<file path="config.mk">
export PLATFORM = sky130hd
export DESIGN_NAME = fat16_cluster_geometry_flat
export DESIGN_NICKNAME = d
export VERILOG_FILES = /design/src/fcg_pkg.sv /design/src/fcg_ifs.sv /design/src/fcg_geometry.sv /design/src/fcg_lookup.sv /design/src/fat16_cluster_geometry.sv /design/src/flat_wrapper.sv
export SDC_FILE = /design/constraint.sdc
export NUM_CORES = 2
export LEC_CHECK = 0
export BUFFER_PORTS_ARGS = -buffer_cell sky130_fd_sc_hd__buf_2
export CAP_MARGIN = 15
export CELL_PAD_IN_SITES_DETAIL_PLACEMENT = 1
export CELL_PAD_IN_SITES_GLOBAL_PLACEMENT = 1
export CORE_UTILIZATION = 51
export DETAILED_ROUTE_END_ITERATION = 16
export PLACE_DENSITY = 0.88
export RECOVER_POWER = 25
export SYNTH_ARGS = -nofsm -noshare
export SYNTH_HDL_FRONTEND = slang
export SYNTH_HIERARCHICAL = 1
export SYNTH_SLANG_ARGS = --single-unit
</file>
<file path="constraint.sdc">
create_clock -name clk -period 11.2 [get_ports clk]
set_clock_uncertainty 0.15 [all_clocks]
set_input_delay 0.56 -clock clk [delete_from_list [all_inputs] [get_ports clk]]
set_output_delay 0.56 -clock clk [all_outputs]
set_load 0.01 [all_outputs]
</file>
<file path="src/fcg_pkg.sv">
// Types and constants shared by the FAT16 cluster geometry block.
// No dependencies.
package fcg_pkg;

  localparam int unsigned CfgIdxW = 3;

  localparam logic [CfgIdxW-1:0] REG_BYTES_PER_SECTOR   = 3'd0;
  localparam logic [CfgIdxW-1:0] REG_SECTORS_PER_CLUSTER = 3'd1;
  localparam logic [CfgIdxW-1:0] REG_RESERVED_SECTORS   = 3'd2;
  localparam logic [CfgIdxW-1:0] REG_FAT_COPIES         = 3'd3;
  localparam logic [CfgIdxW-1:0] REG_SECTORS_PER_FAT    = 3'd4;
  localparam logic [CfgIdxW-1:0] REG_ROOT_ENTRY_LIMIT   = 3'd5;
  localparam logic [CfgIdxW-1:0] REG_VOLUME_SECTORS     = 3'd6;

  localparam logic [31:0] FAT16_MIN_CLUSTERS   = 32'd4085;
  localparam logic [31:0] FAT16_LIMIT_CLUSTERS = 32'd65525;
  localparam logic [15:0] CHAIN_END_MARK       = 16'hFFF8;
  localparam int unsigned DIR_ENTRY_SHIFT      = 5;  // 32 bytes per entry

  localparam int unsigned FirstDataW = 25;
  localparam int unsigned RootW      = 22;
  localparam int unsigned OffsetW    = 29;

  // Derived volume geometry handed to the lookup pipeline
  typedef struct packed {
    logic                  busy;
    logic                  fat16;
    logic [7:0]            spc;
    logic [FirstDataW-1:0] first_data;
    logic [OffsetW-1:0]    fat_base;
  } geom_t;

endpackage

</file>
<file path="src/fcg_ifs.sv">
// Handshake channels of the FAT16 cluster geometry block.
// No dependencies.
interface fcg_req_if;
  logic        valid;
  logic        ready;
  logic [15:0] cluster_number;
  modport source (output valid, output cluster_number, input ready);
  modport sink   (input valid, input cluster_number, output ready);
endinterface

interface fcg_rsp_if;
  logic        valid;
  logic        ready;
  logic [31:0] cluster_first_sector;
  logic [28:0] fat_entry_byte_offset;
  logic        chain_end;
  logic        cluster_below_two;
  logic        volume_is_fat16;
  modport source (output valid, output cluster_first_sector, output fat_entry_byte_offset,
                  output chain_end, output cluster_below_two, output volume_is_fat16,
                  input ready);
  modport sink   (input valid, input cluster_first_sector, input fat_entry_byte_offset,
                  input chain_end, input cluster_below_two, input volume_is_fat16,
                  output ready);
endinterface

interface fcg_cfg_if;
  logic        valid;
  logic        ready;
  logic [2:0]  index;
  logic [31:0] data;
  modport source (output valid, output index, output data, input ready);
  modport sink   (input valid, input index, input data, output ready);
endinterface

</file>
<file path="src/fcg_geometry.sv">
// Configuration registers and serial derivation of the volume geometry.
// Depends on fcg_pkg and fcg_ifs.
module fcg_geometry (
  input  logic           clk,
  input  logic           rst,
  fcg_cfg_if.sink        cfg,
  output fcg_pkg::geom_t geom
);
  import fcg_pkg::*;

  typedef enum logic [5:0] {
    S_IDLE = 6'b000001,
    S_LOAD = 6'b000010,
    S_ROOT = 6'b000100,
    S_SUM  = 6'b001000,
    S_CLU  = 6'b010000,
    S_FLAG = 6'b100000
  } state_t;

  state_t state;
  logic [12:0] bps;
  logic [7:0]  spc;
  logic [15:0] rsc;
  logic [7:0]  fc;
  logic [15:0] spf;
  logic [15:0] rel;
  logic [31:0] vs;

  logic [31:0] rem, quo, dvs;
  logic [4:0]  cnt;
  logic [FirstDataW-1:0] first_data;
  logic [OffsetW-1:0]    fat_base;
  logic                  fat16;

  logic [32:0] shifted;
  logic [32:0] trial;
  logic [31:0] rem_next, quo_next;
  logic [RootW-1:0] root;
  logic [FirstDataW-1:0] fd_next;

  assign cfg.ready = 1'b1;

  // one restoring division step per cycle
  always_comb begin
    shifted = {rem, quo[31]};
    trial   = shifted - {1'b0, dvs};
    if (!trial[32]) begin
      rem_next = trial[31:0];
      quo_next = {quo[30:0], 1'b1};
    end else begin
      rem_next = shifted[31:0];
      quo_next = {quo[30:0], 1'b0};
    end
    root    = (bps == 13'd0) ? '0 : quo[RootW-1:0];
    fd_next = FirstDataW'(rsc) + FirstDataW'(fc * spf) + FirstDataW'(root);
  end

  always_ff @(posedge clk) begin
    if (rst) begin
      bps   <= 13'd512;
      spc   <= 8'd4;
      rsc   <= 16'd1;
      fc    <= 8'd2;
      spf   <= 16'd32;
      rel   <= 16'd512;
      vs    <= 32'd65536;
      state <= S_LOAD;
    end else if (cfg.valid) begin
      unique case (cfg.index)
        REG_BYTES_PER_SECTOR:    bps <= cfg.data[12:0];
        REG_SECTORS_PER_CLUSTER: spc <= cfg.data[7:0];
        REG_RESERVED_SECTORS:    rsc <= cfg.data[15:0];
        REG_FAT_COPIES:          fc  <= cfg.data[7:0];
        REG_SECTORS_PER_FAT:     spf <= cfg.data[15:0];
        REG_ROOT_ENTRY_LIMIT:    rel <= cfg.data[15:0];
        REG_VOLUME_SECTORS:      vs  <= cfg.data;
        default: ;
      endcase
      state <= S_LOAD;
    end else begin
      unique case (state)
        S_IDLE: ;
        S_LOAD: begin
          rem      <= '0;
          quo      <= 32'(({16'd0, rel} << DIR_ENTRY_SHIFT) + 32'(bps) - 32'd1);
          dvs      <= 32'(bps);
          cnt      <= 5'd31;
          fat_base <= OffsetW'(rsc * bps);
          state    <= S_ROOT;
        end
        S_ROOT: begin
          rem <= rem_next;
          quo <= quo_next;
          cnt <= cnt - 5'd1;
          if (cnt == 5'd0) state <= S_SUM;
        end
        S_SUM: begin
          first_data <= fd_next;
          quo   <= vs - 32'(fd_next);  // wraps when the volume is too small
          rem   <= '0;
          dvs   <= 32'(spc);
          cnt   <= 5'd31;
          state <= S_CLU;
        end
        S_CLU: begin
          rem <= rem_next;
          quo <= quo_next;
          cnt <= cnt - 5'd1;
          if (cnt == 5'd0) state <= S_FLAG;
        end
        S_FLAG: begin
          fat16 <= (spc != 8'd0) && (quo >= FAT16_MIN_CLUSTERS)
                   && (quo < FAT16_LIMIT_CLUSTERS);
          state <= S_IDLE;
        end
        default: state <= S_LOAD;
      endcase
    end
  end

  assign geom.busy       = (state != S_IDLE);
  assign geom.fat16      = fat16;
  assign geom.spc        = spc;
  assign geom.first_data = first_data;
  assign geom.fat_base   = fat_base;

endmodule

</file>
<file path="src/fcg_lookup.sv">
// Three-stage cluster lookup pipeline with valid bits and back-pressure.
// Depends on fcg_pkg and fcg_ifs.
module fcg_lookup (
  input  logic           clk,
  input  logic           rst,
  input  fcg_pkg::geom_t geom,
  fcg_req_if.sink        req,
  fcg_rsp_if.source      rsp
);
  import fcg_pkg::*;

  logic v1, v2, v3;
  logic en1, en2, en3;

  logic [15:0] c1;
  logic [23:0] prod2;
  logic [OffsetW-1:0] off2;
  logic ce2, b2_2;

  logic [31:0] sector3;
  logic [OffsetW-1:0] off3;
  logic ce3, b2_3, f3;

  assign en3 = !v3 || rsp.ready;
  assign en2 = !v2 || en3;
  assign en1 = !v1 || en2;
  assign req.ready = en1 && !geom.busy;

  always_ff @(posedge clk) begin
    if (rst) begin
      v1 <= 1'b0;
      v2 <= 1'b0;
      v3 <= 1'b0;
    end else begin
      if (en1) v1 <= req.valid && req.ready;
      if (en2) v2 <= v1;
      if (en3) v3 <= v2;
    end
  end

  always_ff @(posedge clk) begin
    if (en1) c1 <= req.cluster_number;
    if (en2) begin
      prod2 <= (24'(c1) - 24'd2) * 24'(geom.spc);
      off2  <= geom.fat_base + OffsetW'({c1, 1'b0});
      ce2   <= (c1 >= CHAIN_END_MARK);
      b2_2  <= (c1 < 16'd2);
    end
    if (en3) begin
      sector3 <= b2_2 ? 32'd0 : 32'(geom.first_data) + 32'(prod2);
      off3    <= off2;
      ce3     <= ce2;
      b2_3    <= b2_2;
      f3      <= geom.fat16;
    end
  end

  assign rsp.valid                 = v3;
  assign rsp.cluster_first_sector  = sector3;
  assign rsp.fat_entry_byte_offset = off3;
  assign rsp.chain_end             = ce3;
  assign rsp.cluster_below_two     = b2_3;
  assign rsp.volume_is_fat16       = f3;

endmodule

</file>
<file path="src/fat16_cluster_geometry.sv">
// Top level of the FAT16 cluster geometry block.
// Depends on fcg_pkg, fcg_ifs, fcg_geometry and fcg_lookup.
//
//   channel  dir  word
//   req      in   cluster_number
//   rsp      out  first sector, FAT entry offset, chain end, below two, FAT16
//   cfg      in   register index, write data
//
// One lookup per cycle when rsp does not stall and the geometry is not busy.
// After reset and after each register write the geometry is rederived by a
// serial divider (two 32-step divisions); req.ready is low meanwhile.
// Reset is synchronous. A stalled rsp holds its word and the pipeline fills
// behind it without losing or repeating anything.
module fat16_cluster_geometry (
  input logic       clk,
  input logic       rst,
  fcg_req_if.sink   req,
  fcg_rsp_if.source rsp,
  fcg_cfg_if.sink   cfg
);
  import fcg_pkg::*;

  geom_t geom;

  fcg_geometry u_geometry (
    .clk  (clk),
    .rst  (rst),
    .cfg  (cfg),
    .geom (geom)
  );

  fcg_lookup u_lookup (
    .clk  (clk),
    .rst  (rst),
    .geom (geom),
    .req  (req),
    .rsp  (rsp)
  );

endmodule

</file>
<file path="src/flat_wrapper.sv">
// flat-port wrapper written by rule: the top's interface ports become plain ports
module fat16_cluster_geometry_flat import fcg_pkg::*;
  (clk, rst, req_valid, req_cluster_number, req_ready, rsp_valid, rsp_cluster_first_sector, rsp_fat_entry_byte_offset, rsp_chain_end, rsp_cluster_below_two, rsp_volume_is_fat16, rsp_ready, cfg_valid, cfg_index, cfg_data, cfg_ready);
  fcg_req_if req_i ();
  fcg_rsp_if rsp_i ();
  fcg_cfg_if cfg_i ();
  input logic clk;
  input logic rst;
  input wire logic [$bits(req_i.valid)-1:0] req_valid;
  input wire logic [$bits(req_i.cluster_number)-1:0] req_cluster_number;
  output wire logic [$bits(req_i.ready)-1:0] req_ready;
  output wire logic [$bits(rsp_i.valid)-1:0] rsp_valid;
  output wire logic [$bits(rsp_i.cluster_first_sector)-1:0] rsp_cluster_first_sector;
  output wire logic [$bits(rsp_i.fat_entry_byte_offset)-1:0] rsp_fat_entry_byte_offset;
  output wire logic [$bits(rsp_i.chain_end)-1:0] rsp_chain_end;
  output wire logic [$bits(rsp_i.cluster_below_two)-1:0] rsp_cluster_below_two;
  output wire logic [$bits(rsp_i.volume_is_fat16)-1:0] rsp_volume_is_fat16;
  input wire logic [$bits(rsp_i.ready)-1:0] rsp_ready;
  input wire logic [$bits(cfg_i.valid)-1:0] cfg_valid;
  input wire logic [$bits(cfg_i.index)-1:0] cfg_index;
  input wire logic [$bits(cfg_i.data)-1:0] cfg_data;
  output wire logic [$bits(cfg_i.ready)-1:0] cfg_ready;
  assign req_i.valid = req_valid;
  assign req_i.cluster_number = req_cluster_number;
  assign req_ready = req_i.ready;
  assign rsp_valid = rsp_i.valid;
  assign rsp_cluster_first_sector = rsp_i.cluster_first_sector;
  assign rsp_fat_entry_byte_offset = rsp_i.fat_entry_byte_offset;
  assign rsp_chain_end = rsp_i.chain_end;
  assign rsp_cluster_below_two = rsp_i.cluster_below_two;
  assign rsp_volume_is_fat16 = rsp_i.volume_is_fat16;
  assign rsp_i.ready = rsp_ready;
  assign cfg_i.valid = cfg_valid;
  assign cfg_i.index = cfg_index;
  assign cfg_i.data = cfg_data;
  assign cfg_ready = cfg_i.ready;
  fat16_cluster_geometry u_core (.clk(clk), .rst(rst), .req(req_i), .rsp(rsp_i), .cfg(cfg_i));
endmodule
</file>
==> results.sh <==
export IMPL_synth_top_area_cell="edfxtp_1"
export IMPL_syn_area_per_cell_um2=9.37
export IMPL_final_cell_mix="nand2_1 (575), inv_1 (563), fa_1 (384)"
export IMPL_design_core_area_um2=68900
export IMPL_design_area_um2=38900
export IMPL_detail_route_antenna_nets=0
export IMPL_firstDrtPassIters=6
export IMPL_start_kind="flip-flop"
export IMPL_swShare_pct=31.6
export IMPL_ctsHtreeMaxLevel=2
export IMPL_io_buffers=115
export IMPL_syn_area_um2=35700
export IMPL_antenna_found_initial=13
export IMPL_internal_power_mw=2.97
export IMPL_routed_wl_um=134000
export IMPL_violations="capacitance limit, slew limit"
export IMPL_path_max_fanout=17
export IMPL_tns_ns=0
export IMPL_dp_hpwl_um=93200
export IMPL_ctsHoldBuffers=12
export IMPL_clock_fmax_mhz=108
export IMPL_cts_resized_gates=0
export IMPL_power_density_nw_per_um2=111
export IMPL_p_leak_nw=17.4
export IMPL_die_w_um=267
export IMPL_cts_sinks=384
export IMPL_irDropWorstVdd_mv=0.116
export IMPL_worst_slew_pin_slew_ns=4.05
export IMPL_cts_root_buf="clkbuf_16"
export IMPL_cap_violations=4
export IMPL_setup_viol=0
export IMPL_critical_path_arrival_ns=9.45
export IMPL_viasPerCell=6.28
export IMPL_period_minus_slack_ns=9.28
export IMPL_path_buf_inv=4
export IMPL_rsz0062_at_grt="false"
export IMPL_vias=30600
export IMPL_fill_cells=7879
export IMPL_critPathKind="flip-flop to flip-flop"
export IMPL_synth_ff_type="edfxtp_1"
export IMPL_die_area_um2=71100
export IMPL_clkPwrFrac_pct=38.2
export IMPL_track_usage_pct=38.1
export IMPL_slew_headroom_pct=-170
export IMPL_p_seq_share_pct=40.1
export IMPL_final_common_cell="nand2_1"
export IMPL_synth_top_area_share_pct=22.4
export IMPL_setup_ws_ns=1.92
export IMPL_area_growth_pct=9.00
export IMPL_status="finished with violations"
export IMPL_final_core_util_pct=56.5
export IMPL_start_util_pct=51.8
export IMPL_syn_inst=3812
export IMPL_grt_pass1_vias=33400
export IMPL_yosys_warnings=6
export IMPL_final_max_slew_viol_count=180
export IMPL_gp_congestion=0.932
export IMPL_hold_viol=0
export IMPL_async_flop_share_pct=0
export IMPL_nets=4600
export IMPL_power_frac_comb_pct=21.7
export IMPL_power_switching_mw=1.37
export IMPL_ys_types=106
export IMPL_place_area_um2=37200
export IMPL_rows=96
export IMPL_grt_start_max_net_pins=80
export IMPL_critPathTopFamily="adder cells"
export IMPL_power_total_mw=4.33
export IMPL_ys_ff_latch=384
export IMPL_required_ns=11.37
export IMPL_grt_pass1_wl_um=202000
export IMPL_cp_end_kind="flip-flop"
export IMPL_ys_seq_area_share_pct=29.0
export IMPL_drc=0
export IMPL_drt_iter0_markers=3149
export IMPL_crit_top_cell="fa_1"
export IMPL_cts_tree="yes"
export IMPL_final_layout_size_suffix_gt1_share_pct=6.26
export IMPL_cts_buffers=46
export IMPL_ioPinCount=123
export IMPL_dp_slack_ns=2.18
export IMPL_worstHoldPathType="primary input to flip-flop"
export IMPL_worst_path_largest_cell_delay_ns=0.68
export IMPL_wl_per_cell_um=27.5
export IMPL_die_h_um=267
export IMPL_synth_edf_count=266
export IMPL_synthTopCellsByArea="edfxtp_1 (22%), fa_1 (22%), ha_1 (9.4%), dfxtp_1 (6.6%), nand2_1 (6.1%)"
export IMPL_clkTransAtPathRegs_ns=0.06
export IMPL_grt_overflow=0
export IMPL_cpMaxStageDelayCell="dfxtp_1"
export IMPL_cts_buffer_depth=3
export IMPL_finalCritPeriodShare_pct=82.9
export IMPL_clk_latency_ns=0.63
export IMPL_postCtsSetupBuffers=0
-- stage by stage --
| stage | hold slack, ns | std cells |
|---|---|---|
| finish | 0.00351 | 4868 |
| global route | 0.0320 | 4863 |
| floorplan | 0.250 | 3817 |
| global placement | 0.253 | 4761 |
| detailed placement | 0.255 | 4761 |
| CTS | 0.00236 | 4857 |
-- routing by layer --
metal	track usage [%]	vias to the layer above	share of wire (%)
li1	-	12600	-
met1	42.7	15200	35
met2	61.5	1944	47
met3	10.2	767	9.5
met4	29.6	6	8.9
met5	0.347	-	0.030
-- flip-flops by register name (all words and copies together) (netlist names), 5 cells and up --
name and count:
u_core/u_geometry/quo 32, u_core/u_lookup/rsp.fat_entry_byte_offset 29, u_core/u_geometry/rsc 16, u_core/u_geometry/spf 16
u_core/u_geometry/cnt 5, u_core/u_lookup/prod2 24, u_core/u_geometry/state 6, u_core/u_geometry/vs 32
u_core/u_geometry/fc 8, u_core/u_lookup/c1 16, u_core/u_geometry/spc 8, u_core/u_geometry/fat_base 29
u_core/u_geometry/rel 16, u_core/u_lookup/rsp.cluster_first_sector 26, u_core/u_geometry/rem 32, u_core/u_geometry/first_data 25
u_core/u_geometry/bps 13, u_core/u_geometry/dvs 13, u_core/u_lookup/off2 29
-- Yosys cell counts, drive strengths merged, types with 21 or more instances --
cell type and n:
ha 268, nand2b 38, a21oi 233, and2 163, dfxtp 118, edfxtp 266, fa 384, nand3 47
xnor2 118, inv 564, clkbuf 118, nor4 21, nor3 53, nor2 222, xor2 71, o21ai 89
nand2 576, nor2b 74, a21o 47
-- power groups by stage --
stage,Clock (mW),Sequential [mW],Combinational [mW]
floorplan,0,1.74,0.585
global placement,0,1.74,0.824
detailed placement,0,1.76,0.886
CTS,1.64,1.73,0.912
finish,1.66,1.74,0.940
global route,1.71,1.74,1.01
-- path summary, 6_finish.rpt --
check                                               from                                       endpoint  slack [ns]  cells after the start
worst max-delay path             u_core/u_geometry/fc[3]                      u_core/u_geometry/quo[29]        1.92                     33
worst min-delay path                        cfg_data[16]                       u_core/u_geometry/vs[16]       0.004                      3
worst max register to register   u_core/u_geometry/fc[3]                      u_core/u_geometry/quo[29]        1.92                     33
worst min register to register  u_core/u_lookup/off2[22]  u_core/u_lookup/rsp.fat_entry_byte_offset[22]        0.27                      0
-- area by class of cell --
cell class / instances / area, µm² / share of cell area (%)
Timing Repair Buffer: 159 / 895 / 2.30
Inverter: 566 / 2120 / 5.46
Clock buffer: 66 / 1340 / 3.44
Antenna cell: 9 / 22.5 / 0.0578
Tap cell: 931 / 1160 / 2.99
Multi-Input combinational cell: 2735 / 22800 / 58.5
Clock inverter: 18 / 263 / 0.675
Sequential cell: 384 / 10300 / 26.6
-- cell families (layout without fill, tap and decap cells) --
family                   count (synthesis)  count (layout)  share of synthesized area (%)
adder cells (fa/ha/maj)                660             660                           31.1
multiplexers                             5               5                          0.158
buffers and inverters                  698             809                           7.43
AO/OA/AOI/OAI                          559             559                           10.1
XOR/XNOR                               189             189                           4.71
AND/OR/NAND/NOR                       1315            1315                           17.4
flip-flops                             384             384                           29.0
other                                    2              16                         0.0210
-- worst min-delay path, cell delays in order --
cell	delay, ns
buf_2	0.07
nand2_1	0.04
nand3b_1	0.07
Power figures use the tool's default switching activity.
